File: src/sv/dfr_pkg.sv
// ----------------------------------------------------------------------------
// dfr_pkg: shared types and constants of the buffer hit deframer
// Phase codes, record kinds, fault codes, the result record and the bundle
// that the parser hands to the result queue.
// ----------------------------------------------------------------------------
package dfr_pkg;

  // Result queue geometry.
  localparam int unsigned FIFO_DEPTH = 4;
  localparam int unsigned PTR_W      = $clog2(FIFO_DEPTH);
  localparam int unsigned CNT_W      = $clog2(FIFO_DEPTH + 1);

  // Header and event constants (values as swapped, except the type word).
  localparam logic [15:0] BUF_TYPE     = 16'h0200;
  localparam logic [15:0] MARKER_MASK  = 16'hdf00;
  localparam logic [15:0] MARKER_VALUE = 16'h5500;
  localparam logic [15:0] CLOCK_LEN    = 16'h000c;
  localparam logic [15:0] ID_CLOCK     = 16'h0001;
  localparam logic [7:0]  ID_SYNC      = 8'h11;
  localparam logic [7:0]  ID_SCALER    = 8'h12;
  localparam logic [7:0]  ID_SKIP70    = 8'h70;
  localparam logic [7:0]  ID_SKIP74    = 8'h74;
  localparam logic [7:0]  ID_HIT       = 8'h75;
  localparam logic [7:0]  ID_START     = 8'haa;
  localparam logic [11:0] LOW12_MASK   = 12'hfff;

  // Walk phases of the parser.
  typedef enum logic [4:0] {
    PH_IDLE   = 5'd0,
    PH_HEAD   = 5'd1,
    PH_LEN    = 5'd2,
    PH_ID     = 5'd3,
    PH_CLK0   = 5'd4,
    PH_CLK1   = 5'd5,
    PH_CLK2   = 5'd6,
    PH_CLK3   = 5'd7,
    PH_SKIP   = 5'd8,
    PH_EVN0   = 5'd9,
    PH_EVN1   = 5'd10,
    PH_T0     = 5'd11,
    PH_T1     = 5'd12,
    PH_T2     = 5'd13,
    PH_T3     = 5'd14,
    PH_USM    = 5'd15,
    PH_UST    = 5'd16,
    PH_GMARK  = 5'd17,
    PH_GMASK  = 5'd18,
    PH_IMARK  = 5'd19,
    PH_IWORD  = 5'd20,
    PH_IMARK2 = 5'd21,
    PH_IWORD2 = 5'd22
  } phase_e;

  // Record kinds.
  typedef enum logic [2:0] {
    KIND_GE_HIT   = 3'd0,
    KIND_SI_HIT   = 3'd1,
    KIND_EVENT    = 3'd2,
    KIND_CLOCK    = 3'd3,
    KIND_ERROR    = 3'd4,
    KIND_BUF_DONE = 3'd5
  } kind_e;

  // Fault codes.
  typedef enum logic [3:0] {
    ERR_ODD_USED       = 4'd0,
    ERR_BUF_TYPE       = 4'd1,
    ERR_ZERO_LEN       = 4'd2,
    ERR_ODD_LEN        = 4'd3,
    ERR_CLOCK_LEN      = 4'd4,
    ERR_UNKNOWN_ID     = 4'd5,
    ERR_US_MARKER      = 4'd6,
    ERR_GE_MASK_MARKER = 4'd7,
    ERR_GE_EN_MARKER   = 4'd8,
    ERR_GE_TIME_MARKER = 4'd9,
    ERR_SI1_MASK       = 4'd10,
    ERR_SI1_ITEM       = 4'd11,
    ERR_SI2_MASK       = 4'd12,
    ERR_SI2_ITEM       = 4'd13,
    ERR_SI3_MASK       = 4'd14,
    ERR_SI3_ITEM       = 4'd15
  } err_e;

  // One result record.
  typedef struct packed {
    logic [2:0]  record_kind;
    logic [5:0]  detector_id;
    logic [15:0] energy;
    logic [11:0] hit_time;
    logic [31:0] word_a;
    logic [31:0] word_b;
    logic [63:0] event_stamp;
    logic [15:0] micro_time;
    logic [3:0]  error_code;
    logic [15:0] error_position;
    logic [15:0] event_count;
    logic        last_of_run;
  } rec_t;

  // Records produced by one parse step, slot0 first.
  typedef struct packed {
    logic [1:0] count;
    rec_t       slot0;
    rec_t       slot1;
  } push_t;

  // A marker word must carry 0x55 in its high byte, bit 13 ignored.
  function automatic logic marker_ok(logic [15:0] w);
    return (w & MARKER_MASK) == MARKER_VALUE;
  endfunction

  // Fault code for a bad mask marker, by group.
  function automatic err_e mask_code(logic [1:0] grp);
    err_e code;
    unique case (grp)
      2'd0: code = ERR_GE_MASK_MARKER;
      2'd1: code = ERR_SI1_MASK;
      2'd2: code = ERR_SI2_MASK;
      default: code = ERR_SI3_MASK;
    endcase
    return code;
  endfunction

  // Fault code for a bad item marker, by group.
  function automatic err_e item_code(logic [1:0] grp);
    err_e code;
    unique case (grp)
      2'd0: code = ERR_GE_EN_MARKER;
      2'd1: code = ERR_SI1_ITEM;
      2'd2: code = ERR_SI2_ITEM;
      default: code = ERR_SI3_ITEM;
    endcase
    return code;
  endfunction

endpackage

File: src/sv/dfr_result_fifo.sv
// ----------------------------------------------------------------------------
// dfr_result_fifo: result record queue
// Takes up to two records per cycle from the parser and hands one record per
// cycle to the output side while it is popped. The head entry drives the output directly.
// ----------------------------------------------------------------------------
module dfr_result_fifo
  import dfr_pkg::*;
(
  input  logic             clk_i,
  input  logic             rst_ni,
  input  push_t            push_i,
  input  logic             pop_i,
  output rec_t             head_o,
  output logic [CNT_W-1:0] count_o
);

  rec_t             mem_q [FIFO_DEPTH];
  logic [PTR_W-1:0] head_q, head_d;
  logic [PTR_W-1:0] tail_q, tail_d;
  logic [CNT_W-1:0] count_q, count_d;
  logic [PTR_W-1:0] tail_next;

  // Pointer and fill bookkeeping.
  always_comb begin
    tail_next = tail_q + PTR_W'(1);
    tail_d    = tail_q + PTR_W'(push_i.count);
    head_d    = pop_i ? head_q + PTR_W'(1) : head_q;
    count_d   = count_q + CNT_W'(push_i.count) - CNT_W'(pop_i);
  end

  always_ff @(posedge clk_i or negedge rst_ni) begin
    if (!rst_ni) begin
      head_q  <= '0;
      tail_q  <= '0;
      count_q <= '0;
    end else begin
      head_q  <= head_d;
      tail_q  <= tail_d;
      count_q <= count_d;
    end
  end

  // Record storage; the second slot lands one entry past the first.
  always_ff @(posedge clk_i) begin
    if (push_i.count != 2'd0) begin
      mem_q[tail_q] <= push_i.slot0;
    end
    if (push_i.count == 2'd2) begin
      mem_q[tail_next] <= push_i.slot1;
    end
  end

  assign head_o  = mem_q[head_q];
  assign count_o = count_q;

  // The parser only steps when two entries are free.
  a_no_overflow: assert property (@(posedge clk_i) disable iff (!rst_ni)
    (CNT_W+1)'(count_q) + (CNT_W+1)'(push_i.count)
      <= (CNT_W+1)'(FIFO_DEPTH) + (CNT_W+1)'(pop_i))
    else $error("result queue overflow");

  a_no_underflow: assert property (@(posedge clk_i) disable iff (!rst_ni)
    pop_i |-> count_q != '0)
    else $error("result queue popped while empty");

endmodule

File: src/sv/dfr_parser.sv
// ----------------------------------------------------------------------------
// dfr_parser: buffer walk state machine
// Byte swaps one buffer word per step, advances the walk through header and
// events, and produces up to two result records for that word.
// ----------------------------------------------------------------------------
module dfr_parser
  import dfr_pkg::*;
(
  input  logic        clk_i,
  input  logic        rst_ni,
  input  logic        step_i,
  input  logic [15:0] raw_word_i,
  input  logic        first_word_i,
  input  logic        final_word_i,
  output push_t       push_o
);

  phase_e      phase_q, phase_d;
  logic [15:0] word_index_q, word_index_d;
  logic [15:0] used_words_q, used_words_d;
  logic [15:0] skip_left_q, skip_left_d;
  logic [15:0] hit_mask_q, hit_mask_d;
  logic [1:0]  mask_group_q, mask_group_d;
  logic [15:0] held_energy_q, held_energy_d;
  logic [31:0] held_evn_q, held_evn_d;
  logic [63:0] held_time_q, held_time_d;
  logic [15:0] held_us_q, held_us_d;
  logic [31:0] held_clock_q, held_clock_d;
  logic [31:0] held_bufnum_q, held_bufnum_d;
  logic [15:0] events_done_q, events_done_d;
  logic        pending_q, pending_d;

  logic [15:0] w;
  logic [15:0] cur_pos;
  logic [15:0] skip_n;
  logic [1:0]  grp_m1;
  logic [1:0]  n;
  rec_t        recs [2];
  rec_t        tmp;
  logic        bnd;
  logic        item_done;
  logic        next_grp;
  logic        flt;
  err_e        flt_code;
  logic [15:0] flt_pos;

  // Blank record of a kind, tagged with the completed event count.
  function automatic rec_t base_rec(kind_e kind, logic [15:0] cnt);
    rec_t r;
    r             = '0;
    r.record_kind = kind;
    r.event_count = cnt;
    return r;
  endfunction

  // One walk step for the word in the input register.
  always_comb begin
    phase_d       = phase_q;
    word_index_d  = word_index_q;
    used_words_d  = used_words_q;
    skip_left_d   = skip_left_q;
    hit_mask_d    = hit_mask_q;
    mask_group_d  = mask_group_q;
    held_energy_d = held_energy_q;
    held_evn_d    = held_evn_q;
    held_time_d   = held_time_q;
    held_us_d     = held_us_q;
    held_clock_d  = held_clock_q;
    held_bufnum_d = held_bufnum_q;
    events_done_d = events_done_q;
    pending_d     = pending_q;

    w         = {raw_word_i[7:0], raw_word_i[15:8]};
    cur_pos   = '0;
    skip_n    = '0;
    grp_m1    = '0;
    n         = '0;
    recs[0]   = '0;
    recs[1]   = '0;
    tmp       = '0;
    bnd       = 1'b0;
    item_done = 1'b0;
    next_grp  = 1'b0;
    flt       = 1'b0;
    flt_code  = ERR_ODD_USED;
    flt_pos   = '0;

    // A buffer end held over from the previous word goes out first.
    if (pending_q) begin
      tmp         = base_rec(KIND_BUF_DONE, events_done_q);
      tmp.word_a  = held_bufnum_q;
      recs[n[0]]  = tmp;
      n           = n + 2'd1;
      pending_d   = 1'b0;
    end

    // A first word restarts the walk from a clean state.
    if (first_word_i) begin
      phase_d       = PH_HEAD;
      word_index_d  = '0;
      used_words_d  = '0;
      skip_left_d   = '0;
      hit_mask_d    = '0;
      mask_group_d  = '0;
      held_energy_d = '0;
      held_evn_d    = '0;
      held_time_d   = '0;
      held_us_d     = '0;
      held_clock_d  = '0;
      held_bufnum_d = '0;
      events_done_d = '0;
      pending_d     = 1'b0;
    end

    if (phase_d != PH_IDLE) begin
      cur_pos      = word_index_d;
      word_index_d = word_index_d + 16'd1;

      unique case (phase_d)
        PH_HEAD: begin
          if (cur_pos == 16'd0) begin
            if (w[0]) begin
              flt = 1'b1; flt_code = ERR_ODD_USED; flt_pos = cur_pos;
            end else begin
              used_words_d = {1'b0, w[15:1]};
            end
          end else if (cur_pos == 16'd1) begin
            if (raw_word_i != BUF_TYPE) begin
              flt = 1'b1; flt_code = ERR_BUF_TYPE; flt_pos = cur_pos;
            end
          end else if (cur_pos == 16'd2) begin
            held_bufnum_d = {w, 16'h0000};
          end else begin
            held_bufnum_d = {held_bufnum_d[31:16], w};
            bnd           = 1'b1;
          end
        end
        PH_LEN: begin
          if (w == 16'd0) begin
            flt = 1'b1; flt_code = ERR_ZERO_LEN; flt_pos = cur_pos;
          end else if (w[0]) begin
            flt = 1'b1; flt_code = ERR_ODD_LEN; flt_pos = cur_pos;
          end else begin
            skip_left_d = w;
            phase_d     = PH_ID;
          end
        end
        PH_ID: begin
          if (w == ID_CLOCK) begin
            if (skip_left_d != CLOCK_LEN) begin
              flt = 1'b1; flt_code = ERR_CLOCK_LEN; flt_pos = cur_pos - 16'd1;
            end else begin
              phase_d = PH_CLK0;
            end
          end else if (w[15:8] == ID_SYNC || w[15:8] == ID_SCALER ||
                       w[15:8] == ID_SKIP70 || w[15:8] == ID_SKIP74 ||
                       w[15:8] == ID_START) begin
            // Skip the body, clamping a short length at zero.
            skip_n = {1'b0, skip_left_d[15:1]};
            skip_n = (skip_n > 16'd2) ? skip_n - 16'd2 : 16'd0;
            if (skip_n == 16'd0) begin
              bnd = 1'b1;
            end else begin
              skip_left_d = skip_n;
              phase_d     = PH_SKIP;
            end
          end else if (w[15:8] == ID_HIT) begin
            phase_d = PH_EVN0;
          end else begin
            flt = 1'b1; flt_code = ERR_UNKNOWN_ID; flt_pos = cur_pos;
          end
        end
        PH_CLK0: begin
          held_clock_d = {w, 16'h0000};
          phase_d      = PH_CLK1;
        end
        PH_CLK1: begin
          held_clock_d = {held_clock_d[31:16], w};
          phase_d      = PH_CLK2;
        end
        PH_CLK2: begin
          held_energy_d = w;
          phase_d       = PH_CLK3;
        end
        PH_CLK3: begin
          tmp        = base_rec(KIND_CLOCK, events_done_d);
          tmp.word_a = held_clock_d;
          tmp.word_b = {held_energy_d, w};
          recs[n[0]] = tmp;
          n          = n + 2'd1;
          bnd        = 1'b1;
        end
        PH_SKIP: begin
          skip_left_d = skip_left_d - 16'd1;
          if (skip_left_d == 16'd0) begin
            bnd = 1'b1;
          end
        end
        PH_EVN0: begin
          held_evn_d = {w, 16'h0000};
          phase_d    = PH_EVN1;
        end
        PH_EVN1: begin
          held_evn_d = {held_evn_d[31:16], w};
          phase_d    = PH_T0;
        end
        PH_T0: begin
          held_time_d = {held_time_d[47:0], w};
          phase_d     = PH_T1;
        end
        PH_T1: begin
          held_time_d = {held_time_d[47:0], w};
          phase_d     = PH_T2;
        end
        PH_T2: begin
          held_time_d = {held_time_d[47:0], w};
          phase_d     = PH_T3;
        end
        PH_T3: begin
          held_time_d = {held_time_d[47:0], w};
          phase_d     = PH_USM;
        end
        PH_USM: begin
          if (!marker_ok(w)) begin
            flt = 1'b1; flt_code = ERR_US_MARKER; flt_pos = cur_pos;
          end else begin
            phase_d = PH_UST;
          end
        end
        PH_UST: begin
          held_us_d    = w;
          mask_group_d = '0;
          phase_d      = PH_GMARK;
        end
        PH_GMARK: begin
          if (!marker_ok(w)) begin
            flt = 1'b1; flt_code = mask_code(mask_group_d); flt_pos = cur_pos;
          end else begin
            phase_d = PH_GMASK;
          end
        end
        PH_GMASK: begin
          hit_mask_d = w;
          if (w != 16'd0) begin
            phase_d = PH_IMARK;
          end else begin
            next_grp = 1'b1;
          end
        end
        PH_IMARK: begin
          if (!marker_ok(w)) begin
            flt = 1'b1; flt_code = item_code(mask_group_d); flt_pos = cur_pos;
          end else begin
            phase_d = PH_IWORD;
          end
        end
        PH_IWORD: begin
          if (mask_group_d == 2'd0) begin
            held_energy_d = w;
            phase_d       = PH_IMARK2;
          end else begin
            // Silicon groups are offset by 16 channels each.
            grp_m1          = mask_group_d - 2'd1;
            tmp             = base_rec(KIND_SI_HIT, events_done_d);
            tmp.detector_id = {2'b00, w[15:12]} + {grp_m1, 4'b0000};
            tmp.energy      = {4'b0000, w[11:0] & LOW12_MASK};
            recs[n[0]]      = tmp;
            n               = n + 2'd1;
            item_done       = 1'b1;
          end
        end
        PH_IMARK2: begin
          if (!marker_ok(w)) begin
            flt = 1'b1; flt_code = ERR_GE_TIME_MARKER; flt_pos = cur_pos;
          end else begin
            phase_d = PH_IWORD2;
          end
        end
        PH_IWORD2: begin
          tmp             = base_rec(KIND_GE_HIT, events_done_d);
          tmp.detector_id = {2'b00, w[15:12]};
          tmp.energy      = held_energy_d;
          tmp.hit_time    = w[11:0] & LOW12_MASK;
          recs[n[0]]      = tmp;
          n               = n + 2'd1;
          item_done       = 1'b1;
        end
        default: begin
          phase_d = PH_IDLE;
        end
      endcase

      // Clear the lowest mask bit; an empty mask closes the group.
      if (item_done) begin
        hit_mask_d = hit_mask_d & (hit_mask_d - 16'd1);
        if (hit_mask_d != 16'd0) begin
          phase_d = PH_IMARK;
        end else begin
          next_grp = 1'b1;
        end
      end

      // Move to the next group, or finish the event after the last one.
      if (next_grp) begin
        if (mask_group_d < 2'd3) begin
          mask_group_d = mask_group_d + 2'd1;
          phase_d      = PH_GMARK;
        end else begin
          events_done_d   = events_done_d + 16'd1;
          tmp             = base_rec(KIND_EVENT, events_done_d);
          tmp.word_a      = held_evn_d;
          tmp.event_stamp = held_time_d;
          tmp.micro_time  = held_us_d;
          recs[n[0]]      = tmp;
          n               = n + 2'd1;
          bnd             = 1'b1;
        end
      end

      // A fault reports the word and stops the walk.
      if (flt) begin
        tmp                = base_rec(KIND_ERROR, events_done_d);
        tmp.word_a         = held_bufnum_d;
        tmp.error_code     = flt_code;
        tmp.error_position = flt_pos;
        recs[n[0]]         = tmp;
        n                  = n + 2'd1;
        phase_d            = PH_IDLE;
      end

      // Event boundary, then the buffer end from the length or the last word.
      if (bnd) begin
        phase_d = PH_LEN;
      end
      if ((bnd && word_index_d >= used_words_d) ||
          (final_word_i && phase_d != PH_IDLE)) begin
        phase_d = PH_IDLE;
        if (n < 2'd2) begin
          tmp        = base_rec(KIND_BUF_DONE, events_done_d);
          tmp.word_a = held_bufnum_d;
          recs[n[0]] = tmp;
          n          = n + 2'd1;
        end else begin
          pending_d = 1'b1;
        end
      end
    end

    // Mark the last record of this word.
    if (n == 2'd1) begin
      recs[0].last_of_run = 1'b1;
    end else if (n == 2'd2) begin
      recs[1].last_of_run = 1'b1;
    end
  end

  assign push_o.count = step_i ? n : 2'd0;
  assign push_o.slot0 = recs[0];
  assign push_o.slot1 = recs[1];

  // Walk state advances only on a step.
  always_ff @(posedge clk_i or negedge rst_ni) begin
    if (!rst_ni) begin
      phase_q       <= PH_IDLE;
      word_index_q  <= '0;
      used_words_q  <= '0;
      skip_left_q   <= '0;
      hit_mask_q    <= '0;
      mask_group_q  <= '0;
      held_energy_q <= '0;
      held_evn_q    <= '0;
      held_time_q   <= '0;
      held_us_q     <= '0;
      held_clock_q  <= '0;
      held_bufnum_q <= '0;
      events_done_q <= '0;
      pending_q     <= 1'b0;
    end else if (step_i) begin
      phase_q       <= phase_d;
      word_index_q  <= word_index_d;
      used_words_q  <= used_words_d;
      skip_left_q   <= skip_left_d;
      hit_mask_q    <= hit_mask_d;
      mask_group_q  <= mask_group_d;
      held_energy_q <= held_energy_d;
      held_evn_q    <= held_evn_d;
      held_time_q   <= held_time_d;
      held_us_q     <= held_us_d;
      held_clock_q  <= held_clock_d;
      held_bufnum_q <= held_bufnum_d;
      events_done_q <= events_done_d;
      pending_q     <= pending_d;
    end
  end

  // A held buffer end only exists once the walk has stopped.
  a_pending_idle: assert property (@(posedge clk_i) disable iff (!rst_ni)
    pending_q |-> phase_q == PH_IDLE)
    else $error("buffer end held while walk still active");

  // One word never yields more than two records.
  a_two_records: assert property (@(posedge clk_i) disable iff (!rst_ni)
    step_i |-> n != 2'd3)
    else $error("more than two records for one word");

endmodule

File: src/sv/daq_buffer_hit_deframer.sv
// ----------------------------------------------------------------------------
// daq_buffer_hit_deframer: detector readout buffer deframer
// Flow: an accepted word is held in the input register and parsed into up to two
//   records, which are written to the record queue whose head drives the output.
// Throughput: one word per cycle; a word that yields two records hands them out
//   one record at a time, and input stalls while the four-entry record queue holds
//   more than two records.
// Reset: rst_ni clears the walk, the queue and the input register; the walk
//   then waits for a word flagged as first of a buffer.
// ----------------------------------------------------------------------------
module daq_buffer_hit_deframer
  import dfr_pkg::*;
(
  input  logic         clk_i,
  input  logic         rst_ni,
  // Input words.
  input  logic         s_axis_tvalid_i,
  output logic         s_axis_tready_o,
  input  logic [15:0]  s_axis_tdata_i,   // [15:0] raw_word
  input  logic [0:0]   s_axis_tuser_i,   // [0] first_word
  input  logic         s_axis_tlast_i,   // final_word
  // Result records.
  output logic         m_axis_tvalid_o,
  input  logic         m_axis_tready_i,
  // [5:0] detector_id, [21:6] energy, [33:22] hit_time, [65:34] word_a,
  // [97:66] word_b, [161:98] event_stamp, [177:162] micro_time,
  // [181:178] error_code, [197:182] error_position, [213:198] event_count,
  // [215:214] zero
  output logic [215:0] m_axis_tdata_o,
  output logic [2:0]   m_axis_tuser_o,   // [2:0] record_kind
  output logic         m_axis_tlast_o    // last_of_run
);

  logic             in_valid_q;
  logic [15:0]      in_word_q;
  logic             in_first_q;
  logic             in_final_q;
  logic             step;
  logic             pop;
  logic [CNT_W-1:0] fifo_count;
  push_t            push;
  rec_t             head;

  // Parse when a word is held and the queue has room for two records.
  assign step            = in_valid_q && (fifo_count <= CNT_W'(FIFO_DEPTH - 2));
  assign s_axis_tready_o = !in_valid_q || step;

  // Input register.
  always_ff @(posedge clk_i or negedge rst_ni) begin
    if (!rst_ni) begin
      in_valid_q <= 1'b0;
    end else if (s_axis_tready_o) begin
      in_valid_q <= s_axis_tvalid_i;
    end
  end

  always_ff @(posedge clk_i) begin
    if (s_axis_tvalid_i && s_axis_tready_o) begin
      in_word_q  <= s_axis_tdata_i;
      in_first_q <= s_axis_tuser_i[0];
      in_final_q <= s_axis_tlast_i;
    end
  end

  dfr_parser u_parser (
    .clk_i        (clk_i),
    .rst_ni       (rst_ni),
    .step_i       (step),
    .raw_word_i   (in_word_q),
    .first_word_i (in_first_q),
    .final_word_i (in_final_q),
    .push_o       (push)
  );

  dfr_result_fifo u_fifo (
    .clk_i   (clk_i),
    .rst_ni  (rst_ni),
    .push_i  (push),
    .pop_i   (pop),
    .head_o  (head),
    .count_o (fifo_count)
  );

  // Output side drains the queue head.
  assign m_axis_tvalid_o = fifo_count != '0;
  assign pop             = m_axis_tvalid_o && m_axis_tready_i;
  assign m_axis_tuser_o  = head.record_kind;
  assign m_axis_tlast_o  = head.last_of_run;
  assign m_axis_tdata_o  = {2'b00, head.event_count, head.error_position,
                            head.error_code, head.micro_time, head.event_stamp,
                            head.word_b, head.word_a, head.hit_time,
                            head.energy, head.detector_id};

endmodule
File: config.mk
export PLATFORM = sky130hd
export DESIGN_NAME = daq_buffer_hit_deframer
export DESIGN_NICKNAME = d
export VERILOG_FILES = /design/src/sv/dfr_pkg.sv /design/src/sv/dfr_result_fifo.sv /design/src/sv/dfr_parser.sv /design/src/sv/daq_buffer_hit_deframer.sv
export SDC_FILE = /design/constraint.sdc
export NUM_CORES = 2
export LEC_CHECK = 0
export BUFFER_PORTS_ARGS = -buffer_cell sky130_fd_sc_hd__buf_4
export CORE_ASPECT_RATIO = 2
export CORE_UTILIZATION = 59
export CTS_CLUSTER_DIAMETER = 40
export DETAILED_ROUTE_END_ITERATION = 7
export PLACE_DENSITY = 0.79
export SLEW_MARGIN = 25
export SYNTH_ARGS = -nofsm -noshare
export SYNTH_HDL_FRONTEND = slang
export SYNTH_SLANG_ARGS = --single-unit
export TNS_END_PERCENT = 1
File: constraint.sdc
create_clock -name clk_i -period 39.5 [get_ports clk_i]
set_input_delay 7.9 -clock clk_i [delete_from_list [all_inputs] [get_ports clk_i]]
set_output_delay 7.9 -clock clk_i [all_outputs]
set_load 0.05 [all_outputs]
; ---- Word-level counts from Yosys, hierarchy flattened
; Memory sizes are Yosys's and may differ from the RTL's.
; Index checks and enable logic that the tools add are counted.
[totals]
regBits = 306
ram_bits = 872
wordCells = 320
n_memories = 1
[classes]
addsub = 18
n_lt_le_gt_ge = 13
eq_ne = 39
mux = 192
n_bitwise = 5
reduce_logical = 31
[mem_list]
columns = name, depth, word_bits, read_ports, rd_clocked_by_memory_dff, write_ports, line
row1 = u_fifo.mem_q, 4, 218, 1, 0, 2, dfr_result_fifo.sv:17  ; rec_t mem_q [FIFO_DEPTH];
[ops]
columns = cell, n
row1 = 436-bit 2-to-1 mux, 10
row2 = 436-bit bitwise mux, 6
row3 = 436-bit one-hot mux with 3 select lines, 1
row4 = 218-bit 2-to-1 mux, 5
row5 = 218-bit demux with 1-bit select, 4
row6 = 16-bit 2-to-1 mux, 44
row7 = 32-bit 2-to-1 mux, 12
row8 = 64-bit 2-to-1 mux, 4
row9 = 32-bit one-hot mux with 2 select lines, 2
row10 = 5-bit 2-to-1 mux, 23
row11 = 5-bit one-hot mux with 19 select lines, 1
row12 = 16-bit zero test, 4
row13 = 16-bit one-hot mux with 4 select lines, 1
row14 = 16-bit one-hot mux with 3 select lines, 1
row15 = 16-bit by 1-bit subtractor with 16-bit output (second input constant), 3
row16 = 5-bit by 4-bit equality test with 1-bit output (second input constant), 8
row17 = 1-bit 2-to-1 mux, 40
row18 = 2-bit 2-to-1 mux, 18
row19 = 4-bit 2-to-1 mux, 9
row20 = 5-bit equality test (second input constant), 7
row21 = 16-bit by 1-bit adder with 16-bit output (second input constant), 2
row22 = 16-bit by 1-bit equality test with 1-bit output (second input constant), 2
row23 = 16-bit one-hot mux with 2 select lines, 1
row24 = 16-bit nonzero test, 2
row25 = 44 further kinds, 88

; ---- Logic depth before layout (Yosys ltp)
[depth]
depth_word = 26
ltp_mapped = 35
depth_no_buf = 27

; ---- Cells and area by module
; Synthesis repeated with hierarchy kept, for this count alone.
[unflattened]
cells_unflattened = 5401
hier_area_um2 = 66033.3
[modules_own_cells]
columns = mod, n_inst, cells_per_inst, area_per_inst_um2, seq_area_each_um2
row1 = dfr_result_fifo, 1, 2145, 42240.5, 26360.3
row2 = dfr_parser, 1, 3226, 23153.5, 7006.7
row3 = daq_buffer_hit_deframer, 1, 30, 639.4, 565.5

; ---- Worst setup path after synthesis
; OpenSTA, ideal clock, no wires.
[synth_timing]
path_kind = register -> register
start = register in_first_q
end = memory u_fifo.mem_q[2][0] in the netlist's numbering, enable pin
setup_ns = 1.115
arrival_time_ns = 21.758
required_ns = 38.385
setup_slack_ns = 16.627
stages_incl_launch_ff = 31
path_buffers = 8
period_less_slack_ns = 22.873
path_cell_list = edfxtp_1 buf_2 buf_2 inv_1 clkbuf_1 buf_1 clkbuf_1 clkbuf_1 nand2_1 inv_1 ha_1 and3_1 and3_1 and3_1 and3_1 nand3_1 nor2_1 xnor2_1 nor2_1 ha_1 and3_1 o311ai_0 o311ai_0 a2111oi_0 a211o_1 and3b_1 buf_2 buf_2 mux2i_1 a21oi_1 o31ai_1
[synth_lines]
columns = item, line
row1 = "start, declared", daq_buffer_hit_deframer.sv:36  ; logic in_first_q;
row2 = "start signal, assigned", daq_buffer_hit_deframer.sv:60  ; in_first_q <= s_axis_tuser_i[0];
row3 = "end, declared", dfr_result_fifo.sv:17

; ---- Final worst setup path
[layout_timing]
start = register u_fifo.head_q[0]
end = output port m_axis_tdata_o[52]
[layout_between]
elab_chain_cells = 1
[layout_lines]
columns = item, line
row1 = "start, declared", dfr_result_fifo.sv:18  ; logic [PTR_W-1:0] head_q, head_d;
row2 = "start signal, assigned", dfr_result_fifo.sv:33  ; head_q <= '0;
row3 = "start signal, assigned", dfr_result_fifo.sv:37  ; head_q <= head_d;
row4 = memory read 4 x 218 bit, n/a
row5 = "end, declared", daq_buffer_hit_deframer.sv:29  ; output logic [215:0] m_axis_tdata_o,
; No other way between the ends.

==> impl_metrics.toml <==
[timing]
fin_tns_setup_ps = 0
period_needed_ps = 12870
rsz0062_at_grt = "false"
holdWs_ps = 474.7
slew_headroom_pct = 21.43
worst_pin_slew_ps = 1146
finalHoldViolCount = 0
fin_worst_skew_ps = 30.30
setup_viol = 0
fmax_mhz = 77.67
timing.final.ws_setup_ps = 26630
fin_crit_sh_pct = 32.59
slew_violations = 0

[clock_tree]
cts.sinks = 1178
post-cts-setup-buffer-count = 0
clockBufferDepth = 3
cts_resized = 0
ctsHoldBuffers = 0
cts_tree = "yes"
cts_root_buf = "clkbuf_16"
clk_latency_ps = 750
path_clk_slew_ps = 70
cts_made_buffers = 108
htree_num_levels = 3

[setup_path]
critPathKind = "reg -> out"
critPathArrivalTime_ps = 4970
critPathMaxFanout = 94
cp_slowest_cell = "dfrtp_4"
cp-end-kind = "output pin"
path_cells = "buf_6, buf_12, buf_4, mux4_2, buf_4"
worst-path-buf-inv = 4
cp-start-kind = "flop"
cpMostUsedCell = "buf_4"
critPathRequiredTime_ps = 31600
cp_slowest_stage_delay_ps = 1030
cp_top_family = "buffers and inverters"

[floorplan]
ios = 244
die_area_um2 = 103300
core_area_um2 = 101200
die_h_um = 453.6
floorplan.initialDensity_pct = 59.47
num_rows = 165
die_w_um = 227.8

[routing]
drt-initial-drc-count = 6337
drt_pass1_iterations = 8
vias = 47512
via_per_inst = 6.956
drc = 0
wire_per_inst_um = 29.03
wl_mm = 198.3
ant_nets = 0

[worst_hold_path]
hold_path_class = "reg -> reg"

[place]
port_buffers = 241
dp.final_hpwl_mm = 123.1
placed_area_um2 = 63050
post-place-ws_ps = 26950
gp_congestion = 0.9845

[cells_and_area]
fillerInstances = 7299
layout-drive-gt1-share_pct = 15.90
nets = 5460
synthToLayoutAreaGrowth_pct = 11.11
final_cell_area_um2 = 66840

[run_status]
outcome = "completed"

[synth]
synth_ff_type = "edfxtp_1"
yosysWarnings = 0
synth_cell_types = 101
asyncSetResetFlopFracSynth_pct = 24.45
synth.cell_area_um2 = 60160
synth-seq-cells = 1178
synth_cells = 5398
syn_area_per_cell_um2 = 11.14
synth_edf_count = 890
ys_seq_area_share_pct = 56.41

[global_route]
grt_max_degree = 209
track_usage_pct = 38.26
gr-total-overflow = 0
antenna_found_initial = 4
grt_pass1_wl_mm = 292.6
grt_pass1_vias = 46705

[pwr]
combinationalPowerShare_pct = 43.3
seq_power_share_pct = 33.7
vdd_drop_max_mv = 0.05086
finalPower_mw = 4.760
power.leakage_nw = 23.19
internal_power_mw = 2.700
p_switching_mw = 2.060
p_clk_share_pct = 23.0
p_sw_share_pct = 43.29
p_per_area_nw_per_um2 = 71.21

[flow_run]
cap_violations = 0
path summary, 6_finish.rpt:
| kind | from | endpoint | slack [ps] | cells past startpoint |
|---|---|---|---|---|
| min reg2reg | u_parser.used_words_q[4] | u_parser.used_words_q[4] | 470 | 2 |
| max reg2reg | in_first_q | u_fifo.mem_q[0][60] | 29430 | 28 |
| min | u_parser.used_words_q[4] | u_parser.used_words_q[4] | 470 | 2 |
| max in group asynchronous | rst_ni | u_parser.held_clock_q[26] | 30890 | 2 |
| max | u_fifo.head_q[0] | m_axis_tdata_o[52] | 26630 | 5 |
| min in group asynchronous | rst_ni | u_parser.held_bufnum_q[9] | 7140 | 1 |
synthesized netlist by cell type, drive strengths merged, types with 7 or more instances:
cell / number / area, µm²
mux4: 218 / 4910
o211ai: 10 / 80.07
o21a: 8 / 60.06
ha: 37 / 462.9
a221oi: 13 / 113.9
a21oi: 372 / 1862
a22o: 121 / 1060
a31oi: 21 / 131.4
nand4: 11 / 68.82
a32o: 19 / 190.2
nand3: 90 / 465.5
inv: 46 / 172.7
nor3b: 55 / 429.2
nor2b: 45 / 281.5
o22ai: 22 / 137.6
and3: 46 / 287.8
nor2: 752 / 2825
a22oi: 86 / 645.6
a21o: 23 / 172.7
dfrtp: 288 / 7207
a211o: 7 / 61.31
or4: 10 / 78.82
and2: 15 / 93.84
clkbuf: 331 / 1242
nand2b: 20 / 125.1
mux2i: 146 / 1490
nand2: 533 / 2001
xnor2: 23 / 201.4
nor4: 20 / 125.1
or3: 15 / 93.84
buf: 146 / 671.9
a211oi: 22 / 165.2
nor3: 277 / 1403
mux2: 12 / 135.1
o21ai: 449 / 2251
o31ai: 12 / 90.09
o221ai: 43 / 376.6
or2: 23 / 143.9
o311ai: 7 / 76.32
edfxtp: 890 / 26730
a311oi: 16 / 140.1
xor2: 16 / 140.1
layer usage:
metal	global-route usage (%)	routed length [µm]	vias up
met3	8.120	19030	914
met5	0	46	-
li1	-	-	20148
met1	41.92	62570	23112
met2	63.39	96740	3332
met4	33.06	19880	6
layout by cell type (no fill, tap or decap), types with 12 or more instances in the layout:
cell type and count:
or3_1 14, o21ai_0 438, xnor2_1 23, a22o_1 121
nor3b_1 52, a211oi_1 21, mux2i_1 133, nor2_1 741
o22ai_1 22, a21oi_1 370, nor4_1 19, a22oi_1 86
clkbuf_16 115, a221oi_1 13, clkinv_2 13, mux2_2 12
a32o_1 19, a31oi_1 21, buf_4 354, o221ai_1 43
nand2b_1 20, nor2b_1 40, and3_1 46, ha_1 37
mux4_2 218, nor3_1 266, nand3_1 87, clkbuf_1 26
xor2_1 16, edfxtp_1 890, nand2_1 532, a21o_1 23
dfrtp_1 285, inv_1 43, a311oi_1 16, or2_2 23
kinds of logic after synthesis:
kind of cell / Yosys count / synth area share (%)
adders and majority gates: 38 / 0.8028
DFF: 1178 / 56.41
xor gates and xnor gates: 39 / 0.5678
other: 1 / 0.006234
buffers and inverters: 525 / 3.482
muxes: 376 / 10.86
AOI/OAI and AO/OA: 1306 / 13.50
and+or+nand+nor: 1935 / 14.37
flip-flops by register name (all words and copies together), names as in the netlist:
name                    count
u_parser.used_words_q      16
u_fifo.count_o              3
u_parser.held_time_q       64
u_parser.mask_group_q       2
u_parser.pending_q          1
in_word_q                  16
u_fifo.head_q               2
in_final_q                  1
u_parser.held_energy_q     16
u_parser.held_bufnum_q     32
in_first_q                  1
u_parser.word_index_q      16
u_parser.hit_mask_q        16
u_parser.held_evn_q        32
u_parser.held_clock_q      32
u_fifo.tail_q               2
u_parser.phase_q            5
u_parser.held_us_q         16
u_fifo.mem_q              872
u_parser.events_done_q     16
u_parser.skip_left_q       16
in_valid_q                  1
worst register-to-register path, delay by kind of cell, from the launching register on:
kind	cells	cell delay (ps)
AND/OR/NAND/NOR	7	2250
adder cells (fa/ha/maj)	2	560
AO/OA/AOI/OAI	10	2790
multiplexers	1	250
buffers and inverters	8	3420
flip-flops	1	380
cell type report:
| class | count | area (µm²) | area share (%) |
|---|---|---|---|
| antenna | 2 | 5.005 | 0.007487 |
| clock buffer | 148 | 3072 | 4.595 |
| clock inverter | 54 | 604.3 | 0.9041 |
| inverter | 48 | 180.2 | 0.2695 |
| multi-input combinational | 3696 | 24480 | 36.62 |
| sequential | 1178 | 33940 | 50.78 |
| tap | 1336 | 1672 | 2.501 |
| timing repair buffer | 368 | 2893 | 4.328 |
through the flow:
stage | instances | utilization, %
2_1_floorplan | 5399 | -
3_3_place_gp | 6620 | 62.30
3_5_place_dp | 6620 | 62.33
4_1_cts | 6822 | 65.96
5_1_grt | 6829 | 66.08
6_report | 6830 | 66.08
power by group through the flow:
stage	Sequential [mW]	Combinational [mW]	Clock [mW]
after global placement	1.62	2.00	0
after global routing	1.62	2.13	1.14
after detailed placement	1.63	2.02	0
final	1.60	2.06	1.09
after CTS	1.60	2.03	1.10
after floorplan	1.61	1.43	0
Note: power is estimated with default switching activity, not from simulation.
